$ cat config.mk
export PLATFORM = sky130hd
export DESIGN_NAME = obb_overlap_separating_axis_core
export DESIGN_NICKNAME = d
export VERILOG_FILES = /design/src/obb_pkg.sv /design/src/obb_overlap_separating_axis_core.sv
export SDC_FILE = /design/constraint.sdc
export NUM_CORES = 2
export LEC_CHECK = 0
export BUFFER_PORTS_ARGS = -buffer_cell sky130_fd_sc_hd__buf_2
export CORE_MARGIN = 5
export CORE_UTILIZATION = 26
export CTS_CLUSTER_SIZE = 10
export DETAILED_ROUTE_END_ITERATION = 16
export SLEW_MARGIN = 20
export SYNTH_ARGS = -nofsm -noshare
export SYNTH_HDL_FRONTEND = slang
export SYNTH_SLANG_ARGS = --single-unit
$ cat constraint.sdc
create_clock -name clock -period 15 [get_ports clock]
set_input_delay 0.75 -clock clock [delete_from_list [all_inputs] [get_ports clock]]
set_output_delay 0.75 -clock clock [all_outputs]
set_load 0.02 [all_outputs]
$ cat src/obb_pkg.sv
// ----------------------------------------------------------------------------
// obb_pkg
// Shared types and constants of the oriented-box overlap core: store entry
// layout, job and axis-kind codes, and small index helpers.
// ----------------------------------------------------------------------------
`default_nettype none

package obb_pkg;

   typedef logic [3:0] ent_type;
   typedef logic [1:0] comp_idx_type;
   typedef logic [1:0] job_type;
   typedef logic [1:0] kind_type;

   localparam int NUM_ENT = 10;

   // store layout: box * 5 + slot
   localparam ent_type ENT_A_CENTER = 4'd0;
   localparam ent_type ENT_A_AXIS0  = 4'd1;
   localparam ent_type ENT_A_HALF   = 4'd4;
   localparam ent_type ENT_B_CENTER = 4'd5;
   localparam ent_type ENT_B_AXIS0  = 4'd6;
   localparam ent_type ENT_B_HALF   = 4'd9;

   localparam logic [2:0] SLOT_HALF = 3'd4;

   // multiply-accumulate jobs
   localparam job_type JOB_CROSS = 2'd0;  // cross product component
   localparam job_type JOB_DIST  = 2'd1;  // center offset onto the axis
   localparam job_type JOB_DOT   = 2'd2;  // axis onto a box axis
   localparam job_type JOB_RAD   = 2'd3;  // scaled by a half-length

   localparam kind_type KIND_FACE_A = 2'd0;
   localparam kind_type KIND_FACE_B = 2'd1;
   localparam kind_type KIND_CROSS  = 2'd2;

   function automatic comp_idx_type next3(input comp_idx_type p);
      comp_idx_type r;
      unique case (p)
         2'd0:    r = 2'd1;
         2'd1:    r = 2'd2;
         default: r = 2'd0;
      endcase
      return r;
   endfunction

   function automatic comp_idx_type prev3(input comp_idx_type p);
      comp_idx_type r;
      unique case (p)
         2'd0:    r = 2'd2;
         2'd1:    r = 2'd0;
         default: r = 2'd1;
      endcase
      return r;
   endfunction

endpackage

`default_nettype wire

$ cat src/obb_overlap_separating_axis_core.sv
// An item flagged last starts the test; the result comes sooner when an axis
//   separates than when none does.
// Throughput: one item at a time; all products go through one shared
//   (COORD_WIDTH+1)-bit multiply-accumulate unit, one digit per cycle.
// Reset clears the sequencer and the result register; the vector store is not
//   cleared and must be fully written before the first test.
// ----------------------------------------------------------------------------
// obb_overlap_separating_axis_core
// Separating-axis overlap test of two oriented boxes on 15 axes, exact fixed
// point, computed by a digit-serial multiply-accumulate under a sequencer.
// ----------------------------------------------------------------------------
`default_nettype none

module obb_overlap_separating_axis_core #(
   parameter int COORD_WIDTH    = 24,
   parameter int AXIS_FRAC_BITS = 14
) (
   input  wire logic                          clock,
   input  wire logic                          reset,
   input  wire logic                          req_valid,
   output logic                               req_stall,
   input  wire logic                          req_box_select,
   input  wire logic [2:0]                    req_slot,
   input  wire logic signed [COORD_WIDTH-1:0] req_comp_x,
   input  wire logic signed [COORD_WIDTH-1:0] req_comp_y,
   input  wire logic signed [COORD_WIDTH-1:0] req_comp_z,
   input  wire logic                          req_last,
   output logic                               rsp_valid,
   input  wire logic                          rsp_stall,
   output logic                               rsp_hit
);
   import obb_pkg::*;

   localparam int W  = COORD_WIDTH;
   localparam int F  = AXIS_FRAC_BITS;
   localparam int YW = W + 1;        // multiplier narrow operand
   localparam int LW = 2 * W + 1;    // axis vector under test
   localparam int PW = 3 * W + 3;    // magnitude of a dot product
   localparam int XW = 3 * W + 4;    // wide operand, signed
   localparam int EW = 4 * W;        // wide operand split into four digits
   localparam int MW = 2 * W + 2;    // one partial product
   localparam int AW = 4 * W + 8;    // accumulators

   localparam logic [3:0] ST_IDLE  = 4'd0;
   localparam logic [3:0] ST_IV0   = 4'd1;
   localparam logic [3:0] ST_IV1   = 4'd2;
   localparam logic [3:0] ST_LSET  = 4'd3;
   localparam logic [3:0] ST_MAC   = 4'd4;
   localparam logic [3:0] ST_DRAIN = 4'd5;
   localparam logic [3:0] ST_POST  = 4'd6;
   localparam logic [3:0] ST_TERM  = 4'd7;
   localparam logic [3:0] ST_CMP   = 4'd8;
   localparam logic [3:0] ST_FIN   = 4'd9;

   // vector store, no reset
   logic signed [W-1:0] store_ff [NUM_ENT][3];

   logic [3:0]   state_ff, state_in;
   job_type      job_ff, job_in;
   comp_idx_type term_ff, term_in;
   logic [1:0]   dg_ff, dg_in;
   comp_idx_type comp_ff, comp_in;
   kind_type     kind_ff, kind_in;
   comp_idx_type ai_ff, ai_in;
   comp_idx_type bj_ff, bj_in;
   logic         kbox_ff, kbox_in;
   comp_idx_type km_ff, km_in;
   logic         mac_vld_ff, mac_vld_in;
   logic         rsp_valid_ff, rsp_valid_in;
   logic         rsp_hit_ff, rsp_hit_in;
   logic         res_ff, res_in;

   logic signed [YW-1:0] iv_ff [3];
   logic signed [YW-1:0] iv_in [3];
   logic signed [W-1:0]  t_ff [3];
   logic signed [W-1:0]  t_in [3];
   logic signed [LW-1:0] l_ff [3];
   logic signed [LW-1:0] l_in [3];
   logic [PW-1:0]        p_ff, p_in;
   logic signed [AW-1:0] acc_ff, acc_in;
   logic signed [AW-1:0] rsum_ff, rsum_in;
   logic [AW-1:0]        d_ff, d_in;
   logic signed [MW-1:0] prod_ff, prod_in;
   logic [1:0]           dgq_ff, dgq_in;
   logic                 tgt_rsum_ff, tgt_rsum_in;

   ent_type              rd_idx;
   comp_idx_type         rd_comp;
   logic signed [W-1:0]  rd_raw;
   logic signed [YW-1:0] rd_sx;
   logic signed [YW-1:0] rd_abs;
   comp_idx_type         q_idx, r_idx;
   logic [1:0]           dg_last;
   comp_idx_type         term_last;
   logic signed [XW-1:0] x_sel;
   logic signed [EW-1:0] x_ext;
   logic [W-1:0]         digit;
   logic signed [W:0]    dig_s;
   logic signed [YW-1:0] y_sel;
   logic signed [MW-1:0] prod_c;
   logic signed [AW-1:0] shifted;
   logic signed [AW-1:0] own_val;
   logic signed [AW-1:0] add_base, add_op, add_sum;
   logic signed [AW-1:0] acc_mag;
   logic                 term_own, term_skip, last_k;
   logic                 req_take;
   ent_type              wr_idx;

   assign req_stall = (state_ff != ST_IDLE);
   assign req_take  = req_valid && !req_stall;
   assign rsp_valid = rsp_valid_ff;
   assign rsp_hit   = rsp_hit_ff;
   assign wr_idx    = req_box_select ? ENT_B_CENTER + ent_type'(req_slot)
                                     : ent_type'(req_slot);

   assign q_idx = next3(comp_ff);
   assign r_idx = prev3(comp_ff);

   // store read port
   always_comb begin
      rd_idx  = ENT_A_CENTER;
      rd_comp = 2'd0;
      unique case (state_ff)
         ST_IV1:  rd_idx = ENT_B_CENTER;
         ST_LSET: rd_idx = (kind_ff == KIND_FACE_B) ? ENT_B_AXIS0 + ent_type'(bj_ff)
                                                    : ENT_A_AXIS0 + ent_type'(ai_ff);
         ST_MAC: begin
            case (job_ff)
               JOB_CROSS: begin
                  rd_idx  = ENT_B_AXIS0 + ent_type'(bj_ff);
                  rd_comp = term_ff[0] ? q_idx : r_idx;
               end
               JOB_DOT: begin
                  rd_idx  = kbox_ff ? ENT_B_AXIS0 + ent_type'(km_ff)
                                    : ENT_A_AXIS0 + ent_type'(km_ff);
                  rd_comp = term_ff;
               end
               JOB_RAD: begin
                  rd_idx  = kbox_ff ? ENT_B_HALF : ENT_A_HALF;
                  rd_comp = km_ff;
               end
               default: ;
            endcase
         end
         ST_TERM: begin
            rd_idx  = kbox_ff ? ENT_B_HALF : ENT_A_HALF;
            rd_comp = km_ff;
         end
         default: ;
      endcase
   end

   assign rd_raw = store_ff[rd_idx][rd_comp];
   assign rd_sx  = YW'(rd_raw);
   assign rd_abs = rd_raw[W-1] ? -rd_sx : rd_sx;

   // operand select for the shared multiplier
   always_comb begin
      dg_last   = 2'd2;
      term_last = 2'd2;
      x_sel     = XW'(l_ff[term_ff]);
      y_sel     = rd_sx;
      case (job_ff)
         JOB_CROSS: begin
            dg_last   = 2'd0;
            term_last = 2'd1;
            x_sel     = term_ff[0] ? XW'(t_ff[r_idx]) : XW'(t_ff[q_idx]);
            y_sel     = term_ff[0] ? -rd_sx : rd_sx;
         end
         JOB_DIST: y_sel = iv_ff[term_ff];
         JOB_DOT:  y_sel = rd_sx;
         default: begin
            dg_last   = 2'd3;
            term_last = 2'd0;
            x_sel     = signed'({1'b0, p_ff});
            y_sel     = rd_abs;
         end
      endcase
   end

   assign x_ext  = EW'(x_sel);
   assign digit  = x_ext[dg_ff*W +: W];
   // only the top digit carries the sign
   assign dig_s  = (dg_ff == dg_last) ? signed'({digit[W-1], digit})
                                      : signed'({1'b0, digit});
   assign prod_c = dig_s * y_sel;

   assign shifted  = AW'(prod_ff) << (W * dgq_ff);
   assign own_val  = AW'(rd_abs) << (2 * F);
   assign add_op   = (state_ff == ST_TERM) ? own_val : shifted;
   assign add_base = ((state_ff == ST_TERM) || tgt_rsum_ff) ? rsum_ff : acc_ff;
   assign add_sum  = add_base + add_op;
   assign acc_mag  = acc_ff[AW-1] ? -acc_ff : acc_ff;

   assign term_own  = ((kind_ff == KIND_FACE_A) && !kbox_ff && (km_ff == ai_ff)) ||
                      ((kind_ff == KIND_FACE_B) &&  kbox_ff && (km_ff == bj_ff));
   assign term_skip = ((kind_ff == KIND_FACE_A) && !kbox_ff && (km_ff != ai_ff)) ||
                      ((kind_ff == KIND_FACE_B) &&  kbox_ff && (km_ff != bj_ff)) ||
                      ((kind_ff == KIND_CROSS) &&
                       ((!kbox_ff && (km_ff == ai_ff)) || (kbox_ff && (km_ff == bj_ff))));
   assign last_k    = kbox_ff && (km_ff == 2'd2);

   always_comb begin
      state_in     = state_ff;
      job_in       = job_ff;
      term_in      = term_ff;
      dg_in        = dg_ff;
      comp_in      = comp_ff;
      kind_in      = kind_ff;
      ai_in        = ai_ff;
      bj_in        = bj_ff;
      kbox_in      = kbox_ff;
      km_in        = km_ff;
      mac_vld_in   = 1'b0;
      rsp_valid_in = rsp_valid_ff && rsp_stall;
      rsp_hit_in   = rsp_hit_ff;
      res_in       = res_ff;
      iv_in        = iv_ff;
      t_in         = t_ff;
      l_in         = l_ff;
      p_in         = p_ff;
      acc_in       = acc_ff;
      rsum_in      = rsum_ff;
      d_in         = d_ff;
      prod_in      = prod_ff;
      dgq_in       = dgq_ff;
      tgt_rsum_in  = tgt_rsum_ff;

      if (mac_vld_ff) begin
         if (tgt_rsum_ff) rsum_in = add_sum;
         else acc_in = add_sum;
      end

      unique case (state_ff)
         ST_IDLE: begin
            if (req_take && req_last) state_in = ST_IV0;
         end
         ST_IV0: begin
            for (int i = 0; i < 3; i++) iv_in[i] = YW'(store_ff[rd_idx][i]);
            acc_in   = '0;
            rsum_in  = '0;
            kind_in  = KIND_FACE_A;
            ai_in    = 2'd0;
            bj_in    = 2'd0;
            state_in = ST_IV1;
         end
         ST_IV1: begin
            for (int i = 0; i < 3; i++) iv_in[i] = iv_ff[i] - YW'(store_ff[rd_idx][i]);
            state_in = ST_LSET;
         end
         ST_LSET: begin
            term_in = 2'd0;
            dg_in   = 2'd0;
            comp_in = 2'd0;
            if (kind_ff == KIND_CROSS) begin
               for (int i = 0; i < 3; i++) t_in[i] = store_ff[rd_idx][i];
               job_in = JOB_CROSS;
            end else begin
               for (int i = 0; i < 3; i++) l_in[i] = LW'(store_ff[rd_idx][i]);
               job_in = JOB_DIST;
            end
            state_in = ST_MAC;
         end
         ST_MAC: begin
            mac_vld_in  = 1'b1;
            prod_in     = prod_c;
            dgq_in      = dg_ff;
            tgt_rsum_in = (job_ff == JOB_RAD);
            if (dg_ff == dg_last) begin
               dg_in = 2'd0;
               if (term_ff == term_last) state_in = ST_DRAIN;
               else term_in = term_ff + 2'd1;
            end else begin
               dg_in = dg_ff + 2'd1;
            end
         end
         ST_DRAIN: state_in = ST_POST;
         ST_POST: begin
            acc_in  = '0;
            term_in = 2'd0;
            dg_in   = 2'd0;
            case (job_ff)
               JOB_CROSS: begin
                  l_in[comp_ff] = LW'(acc_ff);
                  if (comp_ff == 2'd2) job_in = JOB_DIST;
                  else comp_in = comp_ff + 2'd1;
                  state_in = ST_MAC;
               end
               JOB_DIST: begin
                  d_in     = acc_mag << F;
                  rsum_in  = '0;
                  kbox_in  = 1'b0;
                  km_in    = 2'd0;
                  state_in = ST_TERM;
               end
               JOB_DOT: begin
                  p_in     = PW'(acc_mag);
                  job_in   = JOB_RAD;
                  state_in = ST_MAC;
               end
               default: begin
                  if (last_k) begin
                     state_in = ST_CMP;
                  end else begin
                     state_in = ST_TERM;
                     if (km_ff == 2'd2) begin
                        km_in   = 2'd0;
                        kbox_in = 1'b1;
                     end else begin
                        km_in = km_ff + 2'd1;
                     end
                  end
               end
            endcase
         end
         ST_TERM: begin
            if (term_own || term_skip) begin
               if (term_own) rsum_in = add_sum;
               if (last_k) begin
                  state_in = ST_CMP;
               end else if (km_ff == 2'd2) begin
                  km_in   = 2'd0;
                  kbox_in = 1'b1;
               end else begin
                  km_in = km_ff + 2'd1;
               end
            end else begin
               job_in   = JOB_DOT;
               term_in  = 2'd0;
               dg_in    = 2'd0;
               state_in = ST_MAC;
            end
         end
         ST_CMP: begin
            state_in = ST_LSET;
            if (d_ff > AW'(rsum_ff)) begin
               res_in   = 1'b0;
               state_in = ST_FIN;
            end else begin
               case (kind_ff)
                  KIND_FACE_A: begin
                     if (ai_ff == 2'd2) begin
                        kind_in = KIND_FACE_B;
                        bj_in   = 2'd0;
                     end else begin
                        ai_in = ai_ff + 2'd1;
                     end
                  end
                  KIND_FACE_B: begin
                     if (bj_ff == 2'd2) begin
                        kind_in = KIND_CROSS;
                        ai_in   = 2'd0;
                        bj_in   = 2'd0;
                     end else begin
                        bj_in = bj_ff + 2'd1;
                     end
                  end
                  default: begin
                     if (bj_ff == 2'd2) begin
                        if (ai_ff == 2'd2) begin
                           res_in   = 1'b1;
                           state_in = ST_FIN;
                        end else begin
                           ai_in = ai_ff + 2'd1;
                           bj_in = 2'd0;
                        end
                     end else begin
                        bj_in = bj_ff + 2'd1;
                     end
                  end
               endcase
            end
         end
         ST_FIN: begin
            // wait for the result register to free up
            if (!rsp_valid_ff || !rsp_stall) begin
               rsp_valid_in = 1'b1;
               rsp_hit_in   = res_ff;
               state_in     = ST_IDLE;
            end
         end
         default: state_in = ST_IDLE;
      endcase
   end

   always_ff @(posedge clock) begin
      if (req_take && (req_slot <= SLOT_HALF)) begin
         store_ff[wr_idx][0] <= req_comp_x;
         store_ff[wr_idx][1] <= req_comp_y;
         store_ff[wr_idx][2] <= req_comp_z;
      end
   end

   always_ff @(posedge clock) begin
      if (reset) begin
         state_ff     <= ST_IDLE;
         job_ff       <= JOB_CROSS;
         term_ff      <= 2'd0;
         dg_ff        <= 2'd0;
         comp_ff      <= 2'd0;
         kind_ff      <= KIND_FACE_A;
         ai_ff        <= 2'd0;
         bj_ff        <= 2'd0;
         kbox_ff      <= 1'b0;
         km_ff        <= 2'd0;
         mac_vld_ff   <= 1'b0;
         rsp_valid_ff <= 1'b0;
      end else begin
         state_ff     <= state_in;
         job_ff       <= job_in;
         term_ff      <= term_in;
         dg_ff        <= dg_in;
         comp_ff      <= comp_in;
         kind_ff      <= kind_in;
         ai_ff        <= ai_in;
         bj_ff        <= bj_in;
         kbox_ff      <= kbox_in;
         km_ff        <= km_in;
         mac_vld_ff   <= mac_vld_in;
         rsp_valid_ff <= rsp_valid_in;
      end
   end

   always_ff @(posedge clock) begin
      rsp_hit_ff  <= rsp_hit_in;
      res_ff      <= res_in;
      iv_ff       <= iv_in;
      t_ff        <= t_in;
      l_ff        <= l_in;
      p_ff        <= p_in;
      acc_ff      <= acc_in;
      rsum_ff     <= rsum_in;
      d_ff        <= d_in;
      prod_ff     <= prod_in;
      dgq_ff      <= dgq_in;
      tgt_rsum_ff <= tgt_rsum_in;
   end

`ifndef SYNTHESIS
   a_rsp_from_fin: assert property (@(posedge clock) disable iff (reset)
      $rose(rsp_valid_ff) |-> $past(state_ff) == ST_FIN)
      else $error("result raised outside the finish step");
   a_mac_from_issue: assert property (@(posedge clock) disable iff (reset)
      mac_vld_ff |-> $past(state_ff) == ST_MAC)
      else $error("product in flight without an issue");
   a_term_idle_mac: assert property (@(posedge clock) disable iff (reset)
      (state_ff == ST_TERM || state_ff == ST_POST || state_ff == ST_CMP) |-> !mac_vld_ff)
      else $error("product in flight while accumulators are read");
   a_last_starts: assert property (@(posedge clock) disable iff (reset)
      (req_take && req_last) |=> state_ff == ST_IV0)
      else $error("last item did not start the test");
`endif

endmodule

`default_nettype wire
==> impl_metrics.ini <==
[detailed_routing]
drc = 0
via_per_inst = 5.17
wl_per_cell_um = 23.3
wirelength_um = 357000
antenna_left = 0
drt_iter0_drc = 9259
route.vias.total = 79108
drtPass1Iterations = 6

[critical_path]
crit_path_end_kind = flop
worstSetupPathType = reg2reg
cpPeakStageDelay_ns = 0.70
crit_top_cell = fa_1
worst-r2r-cell-count = 41
worstPathRequired_ns = 15.51
critPathMaxFanout = 26
cp.arrival_ns = 14.74
cp_slowest_cell = o31ai_2
critPathLaunchType = flop

[clocking]
cts_hold_buf = 0
cts_resized = 0
clk_pin_slew_ns = 0.06
cts_tree = done
postCtsSetupBuffers = 0
root_buffer = clkbuf_16
cts_made_buffers = 176
cts.sinks = 1465
htree_levels = 4
clk_path_buf_depth = 4
clk_latency_ns = 0.86

[synthesis]
async_reset_ff_frac = 0
yosysMostFrequentCell = nand2_1
synth_compound_area_frac = 0.148
synth_top_family_by_area = adder cells
synth_common_cells = nand2_1, edfxtp_1, inv_1
synth_enable_flop_cells = 1234
synth_nets = 11282
synth_largest_area_cell = edfxtp_1
synth_xor_xnor_area_share = 0.0273
synthFlopType = edfxtp_1
syn_area_per_cell_sq_um = 10.1
yosys_warnings = 0
synth_cells = 10109
synthMuxAreaShare = 0.0347
ys_seq_area_frac = 0.409
yosys.area_share.simple = 0.136
yosys.area_share.adder = 0.183
synth.distinct_cells = 115
ys_ff_latch = 1465
synth.top_cell.area_share = 0.364
synth.area.top_cells = edfxtp_1, fa_1, nand2_1
synthesis.area_sq_um = 102000

[outcome]
status = complete, no violations

[sta]
setup_viol = 0
timing.final.crit_share = 0.949
slew_headroom = 0.188
drv_slew = 0
grt_setup_unrepaired = false
layout_min_cycle_time_ns = 14.23
fin_tns_setup_ns = 0
worstMarginPinSlew_ns = 1.21
skew_ns = 0.105
finalHoldViolations = 0
fmax_ghz = 0.0703

[grt]
grt-ovfl-total = 0
antenna_found_initial = 50
grt_usage = 0.169
grt_pass1_wl_um = 520000
grt_pass1_vias = 75916
grt_max_degree = 103

[floorplanning]
start_util = 0.261
boundaryPins = 84
die_height_um = 636
core-area_sq_um = 390000
die_w_um = 636
rows = 229
dieArea_sq_um = 405000

[final_layout]
drive_above_1_share = 0.0860
n_fill_cell = 40675
fin_nets = 11187
syn_to_final_growth_pct = 11.4

[hold_path]
hp-class = in2reg
hold_path_depth = 1

[placement]
place_congestion = 0.996
dp_hpwl_um = 259000
numPortBuffers = 83

[flow_run]
maxCapViolations = 0
state kept, by name, summed over array words and instances, names as in the netlist, 2 cells and up:
name,count
comp_ff,2
km_ff,2
job_ff,2
state_ff,4
d_ff,90
t_ff,72
dg_ff,2
store_ff,720
bj_ff,2
l_ff,147
acc_ff,104
kind_ff,2
dgq_ff,2
term_ff,2
rsum_ff,104
p_ff,75
iv_ff,75
prod_ff,50
ai_ff,2
area by class of cell:
class,count,area [sq um],area share
Inverter,914,3430,0.0302
Multi-Input combinational cell,7088,54400,0.479
Timing Repair Buffer,369,2650,0.0233
Clock buffer,233,4700,0.0414
Antenna cell,10,25.0,0.000220
Clock inverter,12,105,0.000926
Tap cell,5197,6500,0.0573
Sequential cell,1465,41700,0.367
cells by family (layout without fill, tap and decap cells):
logic type	after synthesis	after routing
xor+xnor	318	318
simple gates	3066	3066
compound gates	2271	2271
fa+ha+maj	1092	1092
mux	341	341
buf+inv	1556	1528
flops	1465	1465
other cells	0	10
placed cells by master (no fill, tap or decap), types with 59 or more instances in the layout:
master,n
ha_1,426
xnor2_1,237
o22ai_1,68
dfxtp_1,227
a22o_1,88
and2_1,77
a21o_1,242
edfxtp_1,1234
clkbuf_16,179
buf_2,83
mux2i_1,295
o21ai_0,481
a311oi_1,59
buf_4,280
nor3_1,200
a2111oi_0,130
fa_1,662
nand2_1,1456
nand2b_1,79
inv_1,909
nand3_1,293
nand4_1,78
xor2_1,81
nor2_1,497
a21oi_1,660
and3_1,63
stage by stage:
step	instances	setup slack, ns	hold WS, ns	cell area [sq um]	utilization
3_3_place_gp	15032	1.11	0.434	109000	0.279
2_1_floorplan	10109	3.65	0.400	102000	-
4_1_cts	15277	1.02	0.145	113000	0.291
6_report	15288	0.772	0.180	113000	0.291
5_1_grt	15278	0.112	0.173	113000	0.291
3_5_place_dp	15032	1.09	0.444	109000	0.279
worst paths after layout:
check | from | to | slack (ns)
max | state_ff[2] | prod_ff[49] | 0.77
min | req_comp_z[13] | store_ff[1][13] | 0.18
max reg2reg | state_ff[2] | prod_ff[49] | 0.77
min reg2reg | rsum_ff[98] | rsum_ff[98] | 0.45
metal layers:
layer / global-route usage / share of wire
met1: 0.237 / 0.43
met2: 0.253 / 0.43
met3: 0.0410 / 0.10
met4: 0.0604 / 0.042
met5: 0 / 0.00084
worst max-delay path: cells and delay by family (launching register included):
family,cells,cell delay [ns]
AOI/OAI and AO/OA,15,4.14
adders and majority gates,9,4.25
buffers and inverters,6,1.53
DFF,1,0.62
and+or+nand+nor,11,3.36
Power is left out: the tool's default activity adds up to more than one toggle a clock period on the data nets, which glitch-free logic cannot reach.
